$ cat config.mk
export PLATFORM = sky130hd
export DESIGN_NAME = sensor_uart_frame_parser_unit
export DESIGN_NICKNAME = d
export VERILOG_FILES = /design/src/hdl/sufp_pkg.sv /design/src/hdl/sufp_frame_core.sv /design/src/hdl/sensor_uart_frame_parser_unit.sv
export SDC_FILE = /design/constraint.sdc
export NUM_CORES = 1
export LEC_CHECK = 0
export BUFFER_PORTS_ARGS = -buffer_cell sky130_fd_sc_hd__buf_4
export CORE_MARGIN = 4
export CORE_UTILIZATION = 49
export DETAILED_ROUTE_END_ITERATION = 16
export GPL_TIMING_DRIVEN = 0
export PLACE_DENSITY = 0.77
export SETUP_SLACK_MARGIN = 0.2
export SLEW_MARGIN = 5
export SYNTH_ARGS = -nofsm -noshare
export SYNTH_HDL_FRONTEND = slang
export SYNTH_SLANG_ARGS = --single-unit
$ cat constraint.sdc
create_clock -name clock -period 2.7 [get_ports clock]
set_input_delay 0.27 -clock clock [delete_from_list [all_inputs] [get_ports clock]]
set_output_delay 0.27 -clock clock [all_outputs]
set_load 0.01 [all_outputs]
$ cat src/hdl/sufp_pkg.sv
// Shared types and constants of the sensor UART frame parser.
package sufp_pkg;

   localparam int unsigned ByteWidth     = 8;
   localparam int unsigned DistWidth     = 16;
   localparam int unsigned StatusWidth   = 2;
   localparam int unsigned CsrIndexWidth = 1;

   localparam logic [ByteWidth-1:0] FrameHeader = 8'hFF;

   localparam logic [DistWidth-1:0] ResetMinDistance = 16'd30;
   localparam logic [DistWidth-1:0] ResetMaxDistance = 16'd7500;

   // Configuration register indexes
   localparam logic [CsrIndexWidth-1:0] CsrMinDistance = 1'd0;
   localparam logic [CsrIndexWidth-1:0] CsrMaxDistance = 1'd1;

   typedef enum logic [StatusWidth-1:0] {
      STATUS_VALID    = 2'd0,
      STATUS_CHECKSUM = 2'd1,
      STATUS_RANGE    = 2'd2
   } frame_status_type;

   // Position inside a frame, one-hot
   typedef enum logic [3:0] {
      POS_HUNT  = 4'b0001,
      POS_HIGH  = 4'b0010,
      POS_LOW   = 4'b0100,
      POS_CHECK = 4'b1000
   } frame_pos_type;

   typedef struct packed {
      logic [DistWidth-1:0] distance_mm;
      frame_status_type     frame_status;
   } frame_result_type;

   typedef struct packed {
      logic at_check;
   } core_status_type;

endpackage

$ cat src/hdl/sufp_frame_core.sv
// Frame position tracking, byte capture and frame judgment.
module sufp_frame_core (
   input  logic                                 clock,
   input  logic                                 reset,
   input  logic                                 byte_accept,
   input  logic [sufp_pkg::ByteWidth-1:0]       rx_byte,
   input  logic [sufp_pkg::DistWidth-1:0]       min_distance,
   input  logic [sufp_pkg::DistWidth-1:0]       max_distance,
   output sufp_pkg::core_status_type            core_status,
   output sufp_pkg::frame_result_type           frame_result
);

   sufp_pkg::frame_pos_type               pos_ff, pos_in;
   logic [sufp_pkg::ByteWidth-1:0]        high_ff, high_in;
   logic [sufp_pkg::ByteWidth-1:0]        low_ff, low_in;
   logic [sufp_pkg::ByteWidth-1:0]        sum;
   logic [sufp_pkg::DistWidth-1:0]        distance;

   // Advance the frame position on each accepted byte
   always_comb begin
      pos_in  = pos_ff;
      high_in = high_ff;
      low_in  = low_ff;
      if (byte_accept) begin
         case (pos_ff)
            sufp_pkg::POS_HUNT: begin
               if (rx_byte == sufp_pkg::FrameHeader) begin
                  pos_in = sufp_pkg::POS_HIGH;
               end
            end
            sufp_pkg::POS_HIGH: begin
               high_in = rx_byte;
               pos_in  = sufp_pkg::POS_LOW;
            end
            sufp_pkg::POS_LOW: begin
               low_in = rx_byte;
               pos_in = sufp_pkg::POS_CHECK;
            end
            sufp_pkg::POS_CHECK: begin
               pos_in = sufp_pkg::POS_HUNT;
            end
            default: begin
               pos_in = sufp_pkg::POS_HUNT;
            end
         endcase
      end
   end

   always_ff @(posedge clock) begin
      if (reset) begin
         pos_ff <= sufp_pkg::POS_HUNT;
      end else begin
         pos_ff <= pos_in;
      end
   end

   // Hold the captured distance bytes
   always_ff @(posedge clock) begin
      high_ff <= high_in;
      low_ff  <= low_in;
   end

   // Judge the frame against the checksum byte and the range
   assign distance = {high_ff, low_ff};
   assign sum      = sufp_pkg::FrameHeader + high_ff + low_ff;

   always_comb begin
      frame_result.distance_mm = distance;
      if (sum != rx_byte) begin
         frame_result.frame_status = sufp_pkg::STATUS_CHECKSUM;
      end else if ((distance < min_distance) || (distance > max_distance)) begin
         frame_result.frame_status = sufp_pkg::STATUS_RANGE;
      end else begin
         frame_result.frame_status = sufp_pkg::STATUS_VALID;
      end
   end

   assign core_status.at_check = (pos_ff == sufp_pkg::POS_CHECK);

endmodule

$ cat src/hdl/sensor_uart_frame_parser_unit.sv
// Top level of the sensor UART frame parser.
//
// Request channel (req_valid/req_ready/req_rx_byte) carries one received
// serial byte per request. Bytes before a 0xFF header are dropped; after a
// header come distance high byte, low byte and checksum byte.
// Response channel (rsp_valid/rsp_ready) carries one result per frame:
// rsp_distance_mm and rsp_frame_status (0 valid, 1 checksum error,
// 2 out of range). It appears in the cycle after the checksum byte is taken.
// Throughput is one byte per cycle unless the checksum byte stalls; the
// output register holds one result. Header, high and low bytes are taken
// even while a result waits; the checksum byte is taken once the output
// register is empty or is being read in the same cycle.
// Configuration port (csr_valid/csr_ready/csr_index/csr_data) writes
// min_distance (index 0) and max_distance (index 1); always ready.
// Reset (synchronous) returns to header hunting, empties the output
// register and loads the range limits 30 and 7500.
module sensor_uart_frame_parser_unit (
   input  logic                                  clock,
   input  logic                                  reset,
   input  logic                                  req_valid,
   output logic                                  req_ready,
   input  logic [sufp_pkg::ByteWidth-1:0]        req_rx_byte,
   output logic                                  rsp_valid,
   input  logic                                  rsp_ready,
   output logic [sufp_pkg::DistWidth-1:0]        rsp_distance_mm,
   output logic [sufp_pkg::StatusWidth-1:0]      rsp_frame_status,
   input  logic                                  csr_valid,
   output logic                                  csr_ready,
   input  logic [sufp_pkg::CsrIndexWidth-1:0]    csr_index,
   input  logic [sufp_pkg::DistWidth-1:0]        csr_data
);

   logic [sufp_pkg::DistWidth-1:0]   min_ff, max_ff;
   logic                             rsp_valid_ff, rsp_valid_in;
   sufp_pkg::frame_result_type       result_ff, result_in;
   sufp_pkg::core_status_type        core_status;
   sufp_pkg::frame_result_type       frame_result;
   logic                             req_accept;
   logic                             fire;

   // Write range registers
   assign csr_ready = 1'b1;

   always_ff @(posedge clock) begin
      if (reset) begin
         min_ff <= sufp_pkg::ResetMinDistance;
         max_ff <= sufp_pkg::ResetMaxDistance;
      end else if (csr_valid && csr_ready) begin
         case (csr_index)
            sufp_pkg::CsrMinDistance: min_ff <= csr_data;
            sufp_pkg::CsrMaxDistance: max_ff <= csr_data;
            default: begin
            end
         endcase
      end
   end

   // Stall only the checksum byte while the output register is full and not being read
   assign req_ready  = !core_status.at_check || !rsp_valid_ff || rsp_ready;
   assign req_accept = req_valid && req_ready;
   assign fire       = req_accept && core_status.at_check;

   sufp_frame_core u_core (
      .clock        (clock),
      .reset        (reset),
      .byte_accept  (req_accept),
      .rx_byte      (req_rx_byte),
      .min_distance (min_ff),
      .max_distance (max_ff),
      .core_status  (core_status),
      .frame_result (frame_result)
   );

   // Load the result register on a finished frame, drop it when taken
   always_comb begin
      rsp_valid_in = rsp_valid_ff;
      result_in    = result_ff;
      if (fire) begin
         rsp_valid_in = 1'b1;
         result_in    = frame_result;
      end else if (rsp_ready) begin
         rsp_valid_in = 1'b0;
      end
   end

   always_ff @(posedge clock) begin
      if (reset) begin
         rsp_valid_ff <= 1'b0;
      end else begin
         rsp_valid_ff <= rsp_valid_in;
      end
   end

   always_ff @(posedge clock) begin
      result_ff <= result_in;
   end

   assign rsp_valid        = rsp_valid_ff;
   assign rsp_distance_mm  = result_ff.distance_mm;
   assign rsp_frame_status = result_ff.frame_status;

endmodule

==> results by group, run 1 <==
Worst hold path
  – Hold Path Class: input port to register

Power and ir drop
  – Int Power: 1.75 mW
  – P per Cell Area: 499 nW/um2
  – Reg power frac: 50.5%
  – Sw Ratio: 23.4%
  – Worst VDD drop: 254 uV
  – Leak Pwr: 2.01 nW
  – Total power: 2.29 mW
  – Switch Pwr: 0.535 mW
  – Clk network pwr share: 41.0%
  – Comb pwr share: 8.4%

Setup path
  – Worst Path Arrival: 2.53 ns
  – Worst path required time: 2.79 ns
  – Crit-path max FO: 2
  – WS Path Type: register to register
  – Kind of start point of the critical path: register
  – Crit end category: register

Synthesis
  – Distinct cells, synth: 44
  – Syn Inst Count: 398
  – Synth top area cells: edfxtp_1 (27%), dfxtp_1 (20%), ha_1 (15%)
  – Synth area leader: edfxtp_1
  – Yosys warns: 0
  – Post-synthesis sequential area ratio: 46.9%
  – Post-Syn Nets: 473
  – Post-Synthesis Cell Area: 3750 um2
  – Synth Area per Inst: 9.43 um2
  – Post-synthesis register bit count: 71
  – Top-area cell type share of the netlist area: 27.2%

Floorplanning
  – Die height: 95.5 um
  – Die X: 95.5 um
  – Core area: 7330 um2
  – Die ar.: 9120 um2
  – Num ports: 51
  – Number of placement rows: 31
  – Starting Density: 51.2%

Timing
  – Fin crit share: 90.3%
  – Count of final setup violators: 0
  – Min Tclk post-route: 2.44 ns
  – Rel. slew slack: 36.0%
  – RSZ-0062 raised after global routing: no
  – Fin Setup TNS: 0 ns
  – Clock skew: 0.00821 ns
  – Hold Vio Cnt, Final: 0
  – Max Clk Rate: 410 MHz
  – Pin slew with the least headroom to its limit: 0.957 ns
  – Final slew viol count: 0

CTS
  – CTS tree: yes
  – Clk slew on worst S/H paths: 0.08 ns
  – CTS root buf: clkbuf_8
  – # clock sinks: 71
  – Skew-Pair Late Insertion Delay: 0.35 ns
  – Post-CTS Hold Buffers: 0
  – Clock tree buffer depth: 2
  – CTS Buf Count: 9
  – CTS H-tree depth: 3

Global routing
  – Grt ovf: 0
  – Largest net degree at the start of global routing: 19
  – GR Util All Layers: 20.0%
  – Global-route wire length before repair: 13700 um
  – Global route hottest layer: met2
  – Initial antenna violation count: 0
  – Met2 Use GR: 35.0%
  – Met3 Usage GRT: 2.68%
  – Vias in the first global route: 2945
  – Met1 usage: 23.5%

Route
  – DRC errors left: 0
  – Routed wire per std cell: 15.0 um
  – ANT nets after route: 0
  – Vias: 2977
  – Vias/cell: 5.20
  – DRT iter0 DRCs: 119
  – Post-Route WL: 8560 um
  – Pre-Repair DR Iteration Count: 5

Cells and area
  – Highest-count cells in the layout ignoring fill and taps: nand2_1 (71), buf_4 (60), inv_1 (58)
  – Most common cell after layout, fill and taps aside: nand2_1
  – Multi-input gate area: 1770 um2
  – Area Growth Syn to Fin: 22.3%
  – Nets: 543
  – Layout cells sized above 1: 18.8%
  – Diodes inserted: 0
  – Fill count: 594
  – Reg area: 1760 um2

Place
  – Port bufs: 48
  – Detailed Place HPWL: 6340 um
  – GP Congestion: 0.877

Job
  – Max_cap viols: 0

Status
  – Status: completed
-- per-stage QoR --
stage / hold slack, ns / area (um2) / cells / utilization [%] / setup slack [ns]
2_1_floorplan: 0.369 / 3750 / 398 / - / 0.412
3_3_place_gp: 0.445 / 4240 / 545 / 57.8 / 0.204
3_5_place_dp: 0.448 / 4240 / 545 / 57.8 / 0.186
4_1_cts: 0.125 / 4480 / 564 / 61.1 / 0.222
5_1_grt: 0.132 / 4590 / 572 / 62.6 / 0.170
6_report: 0.132 / 4590 / 572 / 62.6 / 0.263
-- path summary, 6_finish.rpt --
path	start	end	slack [ns]	depth (start not counted)
setup / recovery	u_core.low_ff[0]$_DFFE_PP_	rsp_frame_status[0]$_SDFFCE_PP1P_	0.26	9
hold / removal	csr_data[1]	min_ff[1]$_SDFFE_PP1P_	0.13	2
hold reg to reg	max_ff[1]$_SDFFE_PP0P_	max_ff[1]$_SDFFE_PP0P_	0.46	2
setup reg to reg	u_core.low_ff[0]$_DFFE_PP_	rsp_frame_status[0]$_SDFFCE_PP1P_	0.26	9
-- flip-flops by register name, indices dropped and copies added (netlist names) --
| name | flops |
|---|---|
| max_ff | 16 |
| u_core.pos_ff | 4 |
| rsp_valid | 1 |
| rsp_frame_status | 2 |
| u_core.low_ff | 8 |
| rsp_distance_mm | 16 |
| u_core.high_ff | 8 |
| min_ff | 16 |
-- critical path: stages (launching register included) --
cell and delay (ns):
edfxtp_1 0.40, inv_1 0.11, ha_2 0.17, inv_1 0.07
ha_4 0.17, fa_2 0.55, xnor2_2 0.11, o211ai_1 0.11
nand4b_1 0.23, or2_1 0.26
-- synth_stat cells (all sizes together) --
cell,number
nor4,1
nor2b,4
and2,1
nor2,16
nand4b,1
clkbuf,10
a31o,1
o21a,1
nand4bb,1
or3,2
o21ai,9
buf,1
nor3,1
a21oi,44
a21o,5
xnor2,11
xor2,1
nand2b,4
a41o,1
o211ai,3
nand3b,8
conb,1
or2,1
nand3,3
mux2i,1
a211oi,2
nand4,5
o21bai,2
nor4b,1
a2111o,1
inv,60
a211o,4
dfxtp,37
a311oi,1
o22ai,1
fa,1
and3,1
ha,44
a31oi,1
nand2,71
edfxtp,34
-- power by group through the flow --
stage               logic (mW)  clock network [mW]  registers, mW
floorplan                0.114                   0           1.18
global placement         0.182                   0           1.18
detailed placement       0.189                   0           1.18
CTS                      0.192               0.946           1.16
global route             0.218                1.00           1.16
finish                   0.193               0.939           1.16
-- cell families after synthesis --
group	count (synthesis)	share of synthesized area, %
AO/OA/AOI/OAI	76	12.1
flip-flops	71	46.9
other	1	0.0999
multiplexers	1	0.267
buffers and inverters	71	7.20
AND/OR/NAND/NOR	121	15.3
XOR/XNOR	12	2.80
adder cells (fa/ha/maj)	45	15.2
-- layer usage --
metal | vias to the layer above | wire length (um)
met5 | - | 0
met4 | 0 | 342
met3 | 25 | 303
met2 | 90 | 4300
met1 | 1379 | 3610
li1 | 1483 | -
-- layout make-up --
cell class | instances | share of cell area (%)
clock inverter | 7 | 2.07
buffer | 11 | 0.982
clock buffer | 9 | 2.70
timing repair buffer | 59 | 9.65
tap | 99 | 2.70
inverter | 60 | 4.91
sequential | 71 | 38.4
multi-input combinational | 256 | 38.6
-- what timing repair did --
item                                    4_1_cts  5_1_grt
endpoints found under the hold margin         0        0
endpoints found under the setup margin        2        2
pin swaps                                     0        5
gates resized for setup                       0        9
buffers inserted                              3        8
Power figures use the tool's default switching activity.
==> inputs of run 2 (changes only) <==
--- a/config.mk
+++ b/config.mk
@@ -10,9 +10,10 @@
 export CORE_UTILIZATION = 49
 export DETAILED_ROUTE_END_ITERATION = 16
 export GPL_TIMING_DRIVEN = 0
-export PLACE_DENSITY = 0.77
+export PLACE_DENSITY = 0.76
 export SETUP_SLACK_MARGIN = 0.2
 export SLEW_MARGIN = 5
 export SYNTH_ARGS = -nofsm -noshare
 export SYNTH_HDL_FRONTEND = slang
+export SYNTH_HIERARCHICAL = 1
 export SYNTH_SLANG_ARGS = --single-unit
==> results by group, run 2 <==
Synthesis
  – Number of flops mapped to enable cells by yosys: 34 (unchanged)
  – Post-Synthesis Cell Area: 3950 um2 (+5.2%)
  – Yosys warns: 6 (+6)
  – Most instantiated library cell after synthesis: inv_1
  – Multiplexer share of the synthesized area: 4.56% (+4.3 points)
  – Synth top area cells: edfxtp_1 (26%), dfxtp_1 (19%), ha_1 (14%)
  – Post-synthesis sequential area ratio: 44.6% (-2.3 points)
  – Synth area leader: edfxtp_1
  – Xor/xnor share of the synthesized area: 3.52% (+0.72 points)
  – Post-Syn Nets: 456 (-3.6%)
  – FFs w/ async S/R, synth: 0% (unchanged)
  – Syn Inst Count: 381 (-4.3%)
  – Most common library cells after synthesis: inv_1 (58), ha_1 (44), dfxtp_1 (37)
  – Distinct cells, synth: 49 (+11%)
  – Post-synthesis simple-gate area fraction: 14.2% (-1.2 points)
  – Top-area cell type share of the netlist area: 25.9% (-1.3 points)
  – Main combinational cell family by area after synthesis: adder cells
  – Ys flop type: dfxtp_1
  – Post-synthesis register bit count: 71 (unchanged)
  – Synth Area per Inst: 10.4 um2 (+9.9%)
  – Synth Area in Compound Gates: 10.7% (-1.4 points)
  – Synth Area in Adders: 14.5% (-0.75 points)

Timing
  – Hold Vio Cnt, Final: 0 (unchanged)
  – Pin slew with the least headroom to its limit: 0.948 ns (-0.00954 ns)
  – Count of final setup violators: 0 (unchanged)
  – RSZ-0062 raised after global routing: yes
  – Clock skew: 0.00452 ns (-0.00369 ns)
  – Fin crit share: 95.8% (+5.6 points)
  – Rel. slew slack: 36.8% (+0.80 points)
  – Setup WS post-layout: 0.113 ns (-0.150 ns)
  – Min Tclk post-route: 2.59 ns (+0.150 ns)
  – Fin Setup TNS: 0 ns (unchanged)
  – Final slew viol count: 0 (unchanged)
  – Max Clk Rate: 387 MHz (-5.8%)

CTS
  – CTS root buf: clkbuf_8
  – Post-CTS Hold Buffers: 0 (unchanged)
  – CTS Buf Count: 9 (unchanged)
  – # clock sinks: 71 (unchanged)
  – CTS tree: yes
  – Clk slew on worst S/H paths: 0.07 ns (about the same)
  – CTS H-tree depth: 3 (unchanged)
  – Clock tree buffer depth: 2 (unchanged)
  – Skew-Pair Late Insertion Delay: 0.34 ns (about the same)

Floorplanning
  – Num ports: 51 (unchanged)
  – Die X: 97.8 um (+2.4%)
  – Core area: 7770 um2 (+6.0%)
  – Die ar.: 9560 um2 (+4.8%)
  – Starting Density: 50.8% (-0.36 points)
  – Die height: 97.8 um (+2.4%)
  – Number of placement rows: 32 (+3.2%)

Route
  – DRC errors left: 0 (unchanged)
  – DRT iter0 DRCs: 117 (-1.7%)
  – Vias/cell: 5.24 (+0.69%)
  – Vias: 2919 (-1.9%)
  – Post-Route WL: 8590 um (+0.37%)
  – Routed wire per std cell: 15.4 um (+3.1%)
  – ANT nets after route: 0 (unchanged)
  – Pre-Repair DR Iteration Count: 4 (-1)

Setup path
  – Crit end category: register
  – RR Endpoint: rsp_frame_status[1]$_DFFE_PP_
  – Kind of start point of the critical path: register
  – Worst Path Arrival: 2.78 ns (+0.25 ns)
  – Slowest CP cell: edfxtp_1
  – Crit path cell chain: inv_2 > ha_1 > inv_1 > ha_4 > fa_2 > a21o_1 > a21oi_2 > buf_4 > o21ai_2 > xnor2_1 > or3_4 > a31oi_4
  – Critical path buffers and inverters: 3 (+1)
  – WS Path Type: register to register
  – Slowest stage delay, CP: 0.41 ns (-0.14 ns)
  – RR Startpoint: u_core/low_ff[0]$_DFFE_PP_
  – Crit-path max FO: 2 (unchanged)
  – Worst path required time: 2.90 ns (+0.11 ns)
  – Top delay family on crit path: adder cells
  – Reg2Reg Setup Slack: 0.11 ns (-0.15 ns)
  – Worst-case reg-to-reg path depth: 12 (+3)

Place
  – Detailed Place HPWL: 6480 um (+2.1%)
  – Pre-CTS setup slack: -0.143 ns (-0.329 ns)
  – GP Congestion: 0.847 (-3.5%)
  – Port bufs: 49 (+2.1%)
  – Post-Place Cells: 532 (-2.4%)

Global routing
  – Global-route wire length before repair: 13600 um (-0.10%)
  – Initial antenna violation count: 0 (unchanged)
  – Grt ovf: 0 (unchanged)
  – GR Util All Layers: 18.1% (-1.9 points)
  – Vias in the first global route: 2900 (-1.5%)
  – Largest net degree at the start of global routing: 19 (unchanged)

Cells and area
  – Most common cell after layout, fill and taps aside: buf_4
  – Area Growth Syn to Fin: 21.0%
  – Diodes inserted: 0 (unchanged)
  – Highest-count cells in the layout ignoring fill and taps: buf_4 (60), inv_1 (54), ha_1 (42)
  – Final Util: 61.5% (-1.1 points)
  – Post-route insts no fill: 557 (-2.6%)
  – Layout cells sized above 1: 23.1% (+4.3 points)
  – Nets: 525 (-3.3%)

Power and ir drop
  – Leak Pwr: 2.11 nW (+5.0%)
  – P per Cell Area: 468 nW/um2 (-6.2%)
  – Total power: 2.24 mW (-2.3%)
  – Worst VDD drop: 225 uV (-11%)

Worst hold path
  – Hold Crit Depth: 1 (-1)
  – Hold Path End: u_core/high_ff[1]$_DFFE_PP_
  – HP Start: req_rx_byte[1]
  – Hold Path Class: input port to register

Status
  – Status: completed

Job
  – Max_cap viols: 0 (unchanged)
[run 2: changes by cell type after synthesis, sizes merged, moves of 3 or more]
cell / change
o211ai: -3
mux2i: +17
buf: +9
nand2: -58
xor2: +3
o21ai: +8
nand2b: +25
clkbuf: -7
a211oi: +3
nand3b: -8
nand4bb: +4
a21oi: -21
and3: +4
[run 2: how the worst max path moves through the flow]
stage	from	endpoint	slack, ns	depth (start not counted)
2_1_floorplan	u_core/low_ff[1]$_DFFE_PP_	rsp_frame_status[1]$_DFFE_PP_	0.24	11
3_3_place_gp	u_core/high_ff[1]$_DFFE_PP_	rsp_frame_status[1]$_DFFE_PP_	-0.11	10
3_5_place_dp	u_core/high_ff[1]$_DFFE_PP_	rsp_frame_status[1]$_DFFE_PP_	-0.14	11
4_1_cts	u_core/high_ff[1]$_DFFE_PP_	rsp_frame_status[1]$_DFFE_PP_	0.11	11
5_1_grt	u_core/high_ff[1]$_DFFE_PP_	rsp_frame_status[1]$_DFFE_PP_	0.04	12
6_report	u_core/low_ff[0]$_DFFE_PP_	rsp_frame_status[1]$_DFFE_PP_	0.11	12
[run 2: repair_timing]
item / CTS / global route
gates cloned: 0 / 0
pin swaps: 7 / 5
buffers inserted: 6 / 3
gates resized for setup: 5 / 6
setup endpoints to repair: 11 / 2
[run 2: logic make-up (layout without fill, tap and decap cells)]
group,count (synthesis),after routing
multiplexers,18,18
AO/OA/AOI/OAI,65,65
XOR/XNOR,15,15
adder cells (fa/ha/maj),45,45
other,1,1
flip-flops,71,71
buffers and inverters,71,145
AND/OR/NAND/NOR,95,95
[run 2: routing by layer]
metal | wire length, um | vias to the layer above | track usage, %
li1 | - | 1457 | -
met1 | 3800 | 1370 | 22.0
met2 | 4190 | 80 | 31.2
met3 | 461 | 12 | 4.71
met5 | 0 | - | 0
met4 | 142 | 0 | 5.86
[run 2: layout make-up]
cell class	instances	area, um2
Timing Repair Buffer	58	435
Clock buffer	13	159
Tap cell	102	128
Multi-Input combinational cell	239	1940
Sequential cell	71	1760
Inverter	58	218
Buffer	13	91.3
Clock inverter	3	41.3
Fill cell	644	2990
[run 2: report_power, final]
part | switching, mW | internal [mW]
Sequential | 0.0144 | 1.15
Combinational | 0.104 | 0.104
Clock | 0.390 | 0.477
[run 2: per-stage QoR]
stage	hold WS [ns]	area (um2)
2_1_floorplan	0.342	3950
3_3_place_gp	0.448	4450
3_5_place_dp	0.454	4460
4_1_cts	0.121	4720
5_1_grt	0.117	4780
6_report	0.135	4780
